===== config.mk =====
export PLATFORM = sky130hd
export DESIGN_NAME = trd_front_flat
export DESIGN_NICKNAME = d
export VERILOG_FILES = /design/src/design/trd_pkg.sv /design/src/design/trd_if.sv /design/src/design/trd_front.sv /design/src/flat_wrapper.sv
export SDC_FILE = /design/constraint.sdc
export NUM_CORES = 1
export LEC_CHECK = 0
export ABC_AREA = 1
export BUFFER_PORTS_ARGS = -buffer_cell sky130_fd_sc_hd__buf_2
export CAP_MARGIN = 20
export CORE_MARGIN = 4
export CORE_UTILIZATION = 23
export DETAILED_ROUTE_END_ITERATION = 16
export GPL_TIMING_DRIVEN = 0
export PLACE_DENSITY_LB_ADDON = 0.2
export SLEW_MARGIN = 15
export SYNTH_ARGS = -nofsm -noshare
export SYNTH_HDL_FRONTEND = slang
export SYNTH_SLANG_ARGS = --single-unit

===== constraint.sdc =====
create_clock -name vclk -period 0.8
set_clock_uncertainty 0.15 [all_clocks]
set_input_delay 0.04 -clock vclk [all_inputs]
set_output_delay 0.04 -clock vclk [all_outputs]
set_load 0.01 [all_outputs]

===== src/design/trd_pkg.sv =====
package trd_pkg;

    // default geometry
    localparam int COLUMNS_DEF     = 80;
    localparam int ROWS_DEF        = 25;
    localparam int STACK_DEPTH_DEF = 2000;

    // internal coordinate width, wide enough for every derived point
    localparam int CW = 14;

    // command codes
    localparam logic [3:0] CMD_CLEAR    = 4'd0;
    localparam logic [3:0] CMD_PLOT     = 4'd1;
    localparam logic [3:0] CMD_ERASE    = 4'd2;
    localparam logic [3:0] CMD_HLINE    = 4'd3;
    localparam logic [3:0] CMD_VLINE    = 4'd4;
    localparam logic [3:0] CMD_HARROW   = 4'd5;
    localparam logic [3:0] CMD_VARROW   = 4'd6;
    localparam logic [3:0] CMD_RECT     = 4'd7;
    localparam logic [3:0] CMD_FILLRECT = 4'd8;
    localparam logic [3:0] CMD_LINE     = 4'd9;
    localparam logic [3:0] CMD_FLOOD    = 4'd10;
    localparam logic [3:0] CMD_READ     = 4'd11;

    // characters
    localparam logic [7:0] CH_SPACE = 8'h20;
    localparam logic [7:0] CH_DASH  = 8'h2D;
    localparam logic [7:0] CH_BAR   = 8'h7C;
    localparam logic [7:0] CH_PLUS  = 8'h2B;
    localparam logic [7:0] CH_GT    = 8'h3E;
    localparam logic [7:0] CH_LT    = 8'h3C;
    localparam logic [7:0] CH_DOWN  = 8'h76;
    localparam logic [7:0] CH_UP    = 8'h5E;

    // classified command as it travels through the queue
    typedef struct packed {
        logic [3:0]         op;
        logic signed [11:0] xa;
        logic signed [11:0] ya;
        logic signed [11:0] xb;
        logic signed [11:0] yb;
        logic [7:0]         ch;
        logic               a_on;
        logic               flood_ok;
    } cmd_t;

    function automatic logic signed [CW-1:0] ext12(input logic signed [11:0] v);
        return CW'(v);
    endfunction

endpackage


===== src/design/trd_if.sv =====
interface trd_cmd_if;
    logic               valid;
    logic               ready;
    logic [3:0]         command;
    logic signed [11:0] x_a;
    logic signed [11:0] y_a;
    logic signed [11:0] x_b;
    logic signed [11:0] y_b;
    logic [7:0]         fill_char;

    modport source (output valid, command, x_a, y_a, x_b, y_b, fill_char, input ready);
    modport sink (input valid, command, x_a, y_a, x_b, y_b, fill_char, output ready);
endinterface



===== src/design/trd_front.sv =====
module trd_front #(
    parameter int COLUMNS = trd_pkg::COLUMNS_DEF,
    parameter int ROWS    = trd_pkg::ROWS_DEF
) (
    trd_cmd_if.sink         cmd,
    input  logic            init_done,
    input  logic            q_full,
    output logic            q_push,
    output trd_pkg::cmd_t   q_data
);

    logic a_on;

    // point a on screen
    assign a_on = (cmd.x_a >= 12'sd0) && (cmd.y_a >= 12'sd0)
                  && (trd_pkg::ext12(cmd.x_a) < trd_pkg::CW'(COLUMNS))
                  && (trd_pkg::ext12(cmd.y_a) < trd_pkg::CW'(ROWS));

    // accept a beat while the queue has room and the store is initialized
    assign cmd.ready = init_done && !q_full;
    assign q_push    = cmd.valid && cmd.ready;

    // classify the beat
    always_comb
    begin
        q_data.op       = cmd.command;
        q_data.xa       = cmd.x_a;
        q_data.ya       = cmd.y_a;
        q_data.xb       = cmd.x_b;
        q_data.yb       = cmd.y_b;
        q_data.ch       = cmd.fill_char;
        q_data.a_on     = a_on;
        q_data.flood_ok = a_on && (cmd.fill_char != trd_pkg::CH_SPACE);
    end

endmodule


===== src/flat_wrapper.sv =====
// flat-port wrapper written by rule: the top's interface ports become plain ports
module trd_front_flat 
#(
    parameter int COLUMNS = trd_pkg::COLUMNS_DEF,
    parameter int ROWS    = trd_pkg::ROWS_DEF
)
  (init_done, q_full, q_push, q_data, cmd_valid, cmd_command, cmd_x_a, cmd_y_a, cmd_x_b, cmd_y_b, cmd_fill_char, cmd_ready);
  trd_cmd_if cmd_i ();
  input  logic init_done;
  input  logic q_full;
  output logic q_push;
  output trd_pkg::cmd_t q_data;
  input wire logic [$bits(cmd_i.valid)-1:0] cmd_valid;
  input wire logic [$bits(cmd_i.command)-1:0] cmd_command;
  input wire logic [$bits(cmd_i.x_a)-1:0] cmd_x_a;
  input wire logic [$bits(cmd_i.y_a)-1:0] cmd_y_a;
  input wire logic [$bits(cmd_i.x_b)-1:0] cmd_x_b;
  input wire logic [$bits(cmd_i.y_b)-1:0] cmd_y_b;
  input wire logic [$bits(cmd_i.fill_char)-1:0] cmd_fill_char;
  output wire logic [$bits(cmd_i.ready)-1:0] cmd_ready;
  assign cmd_i.valid = cmd_valid;
  assign cmd_i.command = cmd_command;
  assign cmd_i.x_a = cmd_x_a;
  assign cmd_i.y_a = cmd_y_a;
  assign cmd_i.x_b = cmd_x_b;
  assign cmd_i.y_b = cmd_y_b;
  assign cmd_i.fill_char = cmd_fill_char;
  assign cmd_ready = cmd_i.ready;
  trd_front #(.COLUMNS(COLUMNS), .ROWS(ROWS)) u_core (.cmd(cmd_i), .init_done(init_done), .q_full(q_full), .q_push(q_push), .q_data(q_data));
endmodule

==> flow_metrics.py <==
metrics = {
    "sta": {
        "period_share": 1.110,
        "setup_ws_ns": -0.08785,
        "post-route-min-period_ns": 0.8878,
        "holdWs_ns": 0.1137,
        "grt_setup_unrepaired": "true",
        "max-slew-margin-rel": 0.9025,
        "hold_viol": 0,
        "setup_viol": 2,
        "slew_viol_final": 0,
        "tightest_slew_ns": 0.1459,
        "clock.fmax_mhz": 1126,
    },
    "place": {
        "place.gp.congestion": 0.6066,
        "io_buffers": 95,
        "dp_hpwl_um": 1967,
    },
    "die": {
        "start_util": 0.2411,
        "fp.dieH_um": 58.73,
        "ios": 127,
        "die_x_um": 58.73,
        "coreArea_um2": 2455,
        "dieArea_um2": 3449,
        "rows": 18,
    },
    "worst_setup_path": {
        "critPathTopFamily": "simple AND/OR/NAND/NOR gates",
        "cp_cell_sequence": "buf_2 -> nor2_1 -> nand2_1 -> nor2_2 -> nand3_2 -> nor2_1 -> buf_2",
        "start_kind": "primary input",
        "crit_buf_inv": 2,
        "critPathKind": "primary input to output pin",
        "cp.arrival_ns": 0.70,
        "worstPathRequired_ns": 0.61,
        "crit_fanout": 2,
        "endpoint_kind": "output pin",
        "cpPeakStageDelay_ns": 0.13,
        "cpMaxStageDelayCell": "buf_2",
    },
    "yosys": {
        "synthesis.area_um2": 591.8,
        "synth.area.top_cells": "buf_4 77%, nor2_1 9.5%, nand2_1 4.4%, inv_1 3.2%, nor2_2 2.1%",
        "synth_nets": 156,
        "syn_inst": 93,
        "yosysSeqAreaShare": 0,
        "synth_cell_type_count": 8,
        "synthTopCellsByCount": "61 x buf_4, 15 x nor2_1, 7 x nand2_1",
        "syn_area_per_cell_um2": 6.364,
        "yosysWarnings": 0,
        "synthMostInstantiatedCell": "buf_4",
        "synth_top_area_share": 0.7738,
        "synth_area_leader_cell": "buf_4",
    },
    "final_layout": {
        "post-route-util": 0.4862,
        "drive_above_1_share": 0.8877,
        "area_delta_synth_final_pct": 101.7,
        "nets": 252,
        "design.seq.count": 0,
        "diodes": 0,
        "seq_area_um2": 0,
        "clkbuf_count": 0,
    },
    "outcome": {
        "violations": "setup timing",
        "outcome": "complete, but fails checks",
    },
    "global_route": {
        "track_usage": 0.1011,
        "grt_pass1_vias": 775,
        "grt_antenna_before_repair": 0,
        "grt_max_degree": 3,
        "overflow": 0,
        "grt_pass1_wl_um": 2973,
    },
    "power_and_ir_drop": {
        "power_density_nw_per_um2": 524.4,
        "p_leak_uw": 0.0007664,
        "ir_drop_mv": 0.3020,
    },
    "detailed_routing": {
        "wl_um": 2038,
        "wire_per_inst_um": 9.392,
        "ant_nets": 0,
        "drt_iter0_markers": 9,
        "firstDrtPassIters": 2,
        "drc": 0,
        "vias": 801,
        "via_per_inst": 3.691,
    },
    "clock_network": {
        "cts_hold_buffers": 0,
        "post_cts_buffers": 0,
    },
    "flow_run": {
        "cap_violations": 0,
    },
    "min_path": {
        "min_path_type": "primary input to output pin",
    },
}
[layout by cell type, fill, tap and decap left out]
cell type,synthesis,layout
nor2_2,2,8
nor2_1,15,8
buf_8,0,1
buf_4,61,60
nand2_2,0,1
inv_1,5,5
buf_6,0,9
nand3b_1,1,1
buf_2,0,85
nor3b_1,1,1
nand3_2,0,1
nand2_1,7,6
nor2_4,0,1
[stage by stage]
stage / area, um^2 / TNS [ns] / setup WS (ns) / power (uW) / std cells
after floorplan: 591.8 / 0 / 0.09182 / 340.7 / 93
after global placement: 1105 / -0.3132 / -0.1830 / 582.8 / 218
after detailed placement: 1105 / -0.3797 / -0.2162 / 591.9 / 218
after CTS: 1159 / -0.1982 / -0.1210 / 618.7 / 217
after global routing: 1194 / -0.3092 / -0.1853 / 682.1 / 217
final: 1194 / -0.1412 / -0.08785 / 626.0 / 217
[final timing paths]
kind	from	to	slack, ns	cells past startpoint
max	cmd_x_a[9]	q_data[0]	-0.09	7
min	cmd_x_b[11]	q_data[33]	0.11	2
[final cells by class]
cell class / instances / area, um^2
fillers: 256 / 1261
repair buffers: 95 / 541.8
plain buffers: 60 / 450.4
multi-input cells: 27 / 145.1
well taps: 30 / 37.54
inverters: 5 / 18.77
[layer usage]
layer,part of all wire,wire (um),global-route usage,up-vias
met1,0.27,547,0.1101,336
li1,-,-,-,405
met3,0.13,272,0.008772,0
met2,0.60,1218,0.2161,60
met5,0,0,0,-
met4,0,0,0,0
[logic make-up (layout without fill, tap and decap cells)]
family                 Yosys count  count (layout)  share of synthesized area
AND/OR/NAND/NOR                 27              27                     0.1945
buffers and inverters           66             160                     0.8055
[timing repair]
item                                    in CTS  in global routing
pin swaps                                   11                  7
endpoints found under the setup margin       2                  2
gates resized for setup                     13                  8
[report_power, final]
| group | total (uW) | internal (uW) | switching, uW |
|---|---|---|---|
| logic | 626 | 389 | 237 |
| registers | 0 | 0 | 0 |
| clock network | 0 | 0 | 0 |
| total | 626 | 389 | 237 |
Note: power is estimated with default switching activity, not from simulation.
