File: src/design/trd_pkg.sv
package trd_pkg;

    // default geometry
    localparam int COLUMNS_DEF     = 80;
    localparam int ROWS_DEF        = 25;
    localparam int STACK_DEPTH_DEF = 2000;

    // internal coordinate width, wide enough for every derived point
    localparam int CW = 14;

    // command codes
    localparam logic [3:0] CMD_CLEAR    = 4'd0;
    localparam logic [3:0] CMD_PLOT     = 4'd1;
    localparam logic [3:0] CMD_ERASE    = 4'd2;
    localparam logic [3:0] CMD_HLINE    = 4'd3;
    localparam logic [3:0] CMD_VLINE    = 4'd4;
    localparam logic [3:0] CMD_HARROW   = 4'd5;
    localparam logic [3:0] CMD_VARROW   = 4'd6;
    localparam logic [3:0] CMD_RECT     = 4'd7;
    localparam logic [3:0] CMD_FILLRECT = 4'd8;
    localparam logic [3:0] CMD_LINE     = 4'd9;
    localparam logic [3:0] CMD_FLOOD    = 4'd10;
    localparam logic [3:0] CMD_READ     = 4'd11;

    // characters
    localparam logic [7:0] CH_SPACE = 8'h20;
    localparam logic [7:0] CH_DASH  = 8'h2D;
    localparam logic [7:0] CH_BAR   = 8'h7C;
    localparam logic [7:0] CH_PLUS  = 8'h2B;
    localparam logic [7:0] CH_GT    = 8'h3E;
    localparam logic [7:0] CH_LT    = 8'h3C;
    localparam logic [7:0] CH_DOWN  = 8'h76;
    localparam logic [7:0] CH_UP    = 8'h5E;

    // classified command as it travels through the queue
    typedef struct packed {
        logic [3:0]         op;
        logic signed [11:0] xa;
        logic signed [11:0] ya;
        logic signed [11:0] xb;
        logic signed [11:0] yb;
        logic [7:0]         ch;
        logic               a_on;
        logic               flood_ok;
    } cmd_t;

    function automatic logic signed [CW-1:0] ext12(input logic signed [11:0] v);
        return CW'(v);
    endfunction

endpackage

File: src/design/trd_queue.sv
module trd_queue (
    input  logic            clk,
    input  logic            rst_n,
    input  logic            push,
    input  trd_pkg::cmd_t   push_data,
    output logic            full,
    input  logic            pop,
    output logic            not_empty,
    output trd_pkg::cmd_t   pop_data
);

    trd_pkg::cmd_t mem_reg [2];
    logic          wr_ptr_reg;
    logic          rd_ptr_reg;
    logic [1:0]    count_reg;

    assign full      = (count_reg == 2'd2);
    assign not_empty = (count_reg != 2'd0);
    assign pop_data  = mem_reg[rd_ptr_reg];

    // two-entry queue between front and back
    always_ff @(posedge clk or negedge rst_n)
    begin
        if (!rst_n)
        begin
            wr_ptr_reg <= 1'b0;
            rd_ptr_reg <= 1'b0;
            count_reg  <= 2'd0;
        end
        else
        begin
            if (push)
            begin
                wr_ptr_reg <= !wr_ptr_reg;
            end
            if (pop)
            begin
                rd_ptr_reg <= !rd_ptr_reg;
            end
            if (push && !pop)
            begin
                count_reg <= count_reg + 2'd1;
            end
            else if (pop && !push)
            begin
                count_reg <= count_reg - 2'd1;
            end
        end
    end

    // payload storage
    always_ff @(posedge clk)
    begin
        if (push)
        begin
            mem_reg[wr_ptr_reg] <= push_data;
        end
    end

endmodule

File: config.mk
export PLATFORM = sky130hd
export DESIGN_NAME = trd_queue
export DESIGN_NICKNAME = d
export VERILOG_FILES = /design/src/design/trd_pkg.sv /design/src/design/trd_queue.sv
export SDC_FILE = /design/constraint.sdc
export NUM_CORES = 1
export LEC_CHECK = 0
export BUFFER_PORTS_ARGS = -buffer_cell sky130_fd_sc_hd__buf_4
export CAP_MARGIN = 15
export CORE_MARGIN = 2
export CORE_UTILIZATION = 35
export CTS_BUF_LIST = sky130_fd_sc_hd__clkbuf_4
export CTS_CLUSTER_DIAMETER = 40
export DETAILED_ROUTE_END_ITERATION = 16
export GPL_TIMING_DRIVEN = 0
export PLACE_DENSITY = 0.64
export SLEW_MARGIN = 30
export SYNTH_ARGS = -nofsm -noshare
export SYNTH_HDL_FRONTEND = slang
export SYNTH_SLANG_ARGS = --single-unit
export TNS_END_PERCENT = 20
File: constraint.sdc
create_clock -name clk -period 5.6 [get_ports clk]
set_input_delay 0.56 -clock clk [delete_from_list [all_inputs] [get_ports clk]]
set_output_delay 0.56 -clock clk [all_outputs]
set_load 0.05 [all_outputs]
==> run_summary.xml <==
<?xml version="1.0" encoding="UTF-8"?>
<metrics>
  <group name="status">
    <metric name="outcome" unit="">complete, no violations</metric>
  </group>
  <group name="placement">
    <metric name="place.gp.congestion" unit="">0.684</metric>
    <metric name="place.port_buffers" unit="">129</metric>
    <metric name="place_hpwl" unit="mm">5.71</metric>
    <metric name="numPlacedInstances" unit="">522</metric>
    <metric name="placement.cell_area" unit="µm²">6270</metric>
  </group>
  <group name="clock_network">
    <metric name="htree_num_levels" unit="">4</metric>
    <metric name="cts.reportedPaths.clkPinSlew" unit="ps">100</metric>
    <metric name="clk_root_buffer_cell" unit="">clkbuf_4</metric>
    <metric name="tritoncts_num_sinks" unit="">128</metric>
    <metric name="tritoncts_clock_tree" unit="">built</metric>
    <metric name="clock_path_buffers" unit="">2</metric>
    <metric name="clk-insertion-delay-late" unit="ps">510</metric>
    <metric name="cts.repair.resized" unit="">0</metric>
    <metric name="post_cts.repair.setup_buffers" unit="">0</metric>
    <metric name="cts.hold.buffers_added" unit="">1</metric>
    <metric name="cts_made_buffers" unit="">17</metric>
  </group>
  <group name="setup_path">
    <metric name="path_buf_inv" unit="">3</metric>
    <metric name="critical_path.startpoint_type" unit="">register</metric>
    <metric name="path_cells" unit="">buf_6 &gt; buf_12 &gt; mux2_4 &gt; buf_4</metric>
    <metric name="cp_data_arrival_time" unit="ps">1760</metric>
    <metric name="crit-reg2reg-capture" unit="">mem_reg[0][15]$_DFFE_PP_</metric>
    <metric name="setup.worst_path.class" unit="">reg -&gt; out</metric>
    <metric name="critPathRequiredTime" unit="ps">5040</metric>
    <metric name="timing.critical_path.fanout_max" unit="">10</metric>
    <metric name="cpMaxStageDelayCell" unit="">dfrtp_1</metric>
    <metric name="r2r_depth" unit="">3</metric>
    <metric name="crit-reg2reg-launch" unit="">wr_ptr_reg$_DFFE_PN0P_</metric>
    <metric name="reg2reg_setup_slack" unit="ps">4030</metric>
    <metric name="setup.worst_path.end_class" unit="">output port</metric>
    <metric name="critical_path.max_stage_delay" unit="ps">350</metric>
    <metric name="critPathTopFamily" unit="">buffers and inverters</metric>
  </group>
  <group name="routing">
    <metric name="drc_errors" unit="">0</metric>
    <metric name="violation_count_after_the_first_detailed_routing_iteration" unit="">109</metric>
    <metric name="via_count" unit="">2423</metric>
    <metric name="wire_per_inst" unit="µm">15.1</metric>
    <metric name="drt.antenna.violating_nets" unit="">0</metric>
    <metric name="vias_per_cell" unit="">4.37</metric>
    <metric name="firstDrtPassIters" unit="">4</metric>
    <metric name="totalWireLength" unit="mm">8.36</metric>
  </group>
  <group name="floorplan">
    <metric name="placementRows" unit="">43</metric>
    <metric name="design.portCount" unit="">130</metric>
    <metric name="die_h" unit="µm">123</metric>
    <metric name="core-area" unit="µm²">13900</metric>
    <metric name="start_util" unit="">0.358</metric>
    <metric name="die_width" unit="µm">123</metric>
    <metric name="design.die.area" unit="µm²">15100</metric>
  </group>
  <group name="logic_synthesis">
    <metric name="post_synth.cell_area_avg" unit="µm²">23.7</metric>
    <metric name="syn_nets" unit="">276</metric>
    <metric name="netlist_area" unit="µm²">4960</metric>
    <metric name="yosys_warnings" unit="">0</metric>
    <metric name="postSynthRegisterBits" unit="">128</metric>
    <metric name="synthesis.instances" unit="">209</metric>
    <metric name="synthDominantAreaCellType" unit="">edfxtp_1</metric>
    <metric name="synth.yosys.seq_area_share" unit="">0.770</metric>
    <metric name="synthTopCellsByArea" unit="">edfxtp_1 (75%), mux2_4 (18%), buf_12 (2.4%), dfrtp_1 (2.0%), xor2_1 (0.71%)</metric>
    <metric name="post-synth-top-area-fraction" unit="">0.750</metric>
    <metric name="synth.distinct_cells" unit="">14</metric>
  </group>
  <group name="layout">
    <metric name="final_common_cell" unit="">buf_4</metric>
    <metric name="layout-drive-gt1-share" unit="">0.621</metric>
    <metric name="nets" unit="">429</metric>
    <metric name="final-instance-count-excl-fill" unit="">555</metric>
    <metric name="layout_common_cells" unit="">buf_4 (129), edfxtp_1 (124), mux2_4 (59)</metric>
    <metric name="largest_register_ff_count" unit="">124</metric>
    <metric name="postLayoutCellArea" unit="µm²">6540</metric>
    <metric name="antennaDiodeCount" unit="">0</metric>
    <metric name="flow.area_growth_from_synthesis" unit="%">31.7</metric>
  </group>
  <group name="timing">
    <metric name="timing.slew.headroom" unit="">0.682</metric>
    <metric name="tightestPinTransition" unit="ps">477</metric>
    <metric name="rsz_0062_raised_after_global_routing" unit="">no</metric>
    <metric name="setup_viol_count_final" unit="">0</metric>
    <metric name="clock-skew-final" unit="ps">8.17</metric>
    <metric name="final-hold-violation-count" unit="">0</metric>
    <metric name="timing.final.crit_share" unit="">0.415</metric>
    <metric name="period_needed" unit="ps">2320</metric>
    <metric name="fmaxAchievable" unit="MHz">431</metric>
    <metric name="timing_max_transition_violations_final" unit="">0</metric>
  </group>
  <group name="grt">
    <metric name="grt.overflow.total" unit="">0</metric>
    <metric name="grt_max_degree" unit="">35</metric>
    <metric name="grt_util_all_layers" unit="">0.115</metric>
    <metric name="antenna_violations_before_repair" unit="">0</metric>
    <metric name="vias_in_the_first_global_route" unit="">2496</metric>
    <metric name="grt_first_pass_wirelength" unit="mm">12.5</metric>
  </group>
  <group name="min_path">
    <metric name="hold_path_cell_cnt" unit="">2</metric>
    <metric name="worstHoldStart" unit="">pop</metric>
    <metric name="hp-class" unit="">in -&gt; reg</metric>
    <metric name="min_to" unit="">rd_ptr_reg$_DFFE_PN0P_</metric>
  </group>
  <group name="run">
    <metric name="max_cap_violations" unit="">0</metric>
  </group>
  <group name="pwr">
    <metric name="p_leak" unit="µW">0.00263</metric>
    <metric name="power.density" unit="nW/µm²">571</metric>
    <metric name="vdd.ir_drop.worst" unit="mV">0.299</metric>
  </group>
</metrics>
==> final cells by class <==
class	instances	area [µm²]
fill	1206	7340
multi-input combinational	73	1010
sequential	128	3820
clock buffer	18	135
timing repair buffer	134	1080
clock inverter	14	124
tap	180	225
inverter	1	3.75
buffer	7	131
==> worst reg2reg max path, delay by kind of cell (launching register included) <==
kind / cells / cell delay, ps
and+or+nand+nor: 1 / 430
DFF: 1 / 440
buffers and inverters: 2 / 410
==> synth_stat cells <==
library cell and number:
ha_1 1, dfrtp_1 4, nor2b_1 2, nor2_1 1, inv_1 1, mux2_4 59
xnor2_1 1, xor2_1 4, buf_6 1, mux2_2 3, edfxtp_1 124, or2_2 1
and2_1 1, buf_12 6
==> where the power goes <==
group / internal [µW] / leakage [µW] / switching [µW]
clock network: 260 / 0.000141 / 315
logic: 731 / 0.00128 / 1110
registers: 1270 / 0.00121 / 50.7
total: 2260 / 0.00263 / 1470
==> stage by stage <==
stage / hold WS, ps / total power [µW] / worst slack, ps / util / TNS [ps]
after floorplan: 264 / 2720 / 1820 / - / 0
after global placement: 359 / 3170 / -24.3 / 0.444 / -1190
after detailed placement: 360 / 3210 / 3740 / 0.452 / 0
after CTS: 153 / 3790 / 3190 / 0.471 / 0
after global routing: 150 / 3900 / 3150 / 0.471 / 0
final: 221 / 3730 / 3280 / 0.471 / 0
==> kinds of logic after synthesis <==
| group | after synthesis | share of synthesized area |
|---|---|---|
| adder cells (fa/ha/maj) | 1 | 0.00252 |
| AND/OR/NAND/NOR | 5 | 0.00580 |
| XOR/XNOR | 5 | 0.00882 |
| flip-flops | 128 | 0.770 |
| multiplexers | 62 | 0.185 |
| buffers and inverters | 8 | 0.0272 |
==> worst max-delay path by stage <==
stage	depth (start not counted)	end	start	slack, ps
final	4	pop_data[48]	rd_ptr_reg$_DFFE_PN0P_	3280
after global routing	4	pop_data[47]	rd_ptr_reg$_DFFE_PN0P_	3150
after CTS	4	pop_data[3]	rd_ptr_reg$_DFFE_PN0P_	3190
after detailed placement	4	mem_reg[0][56]$_DFFE_PP_	push	3740
after global placement	2	mem_reg[0][56]$_DFFE_PP_	push	-20
after floorplan	1	mem_reg[0][0]$_DFFE_PP_	push	1820
==> metal layers <==
metal | wire length [µm] | GRT usage | part of all wire
met5 | 0 | 0 | 0
met4 | 145 | 0.0639 | 0.017
met3 | 585 | 0.0484 | 0.070
met2 | 4230 | 0.186 | 0.51
met1 | 3390 | 0.128 | 0.41
(Power assumes the default switching activity.)
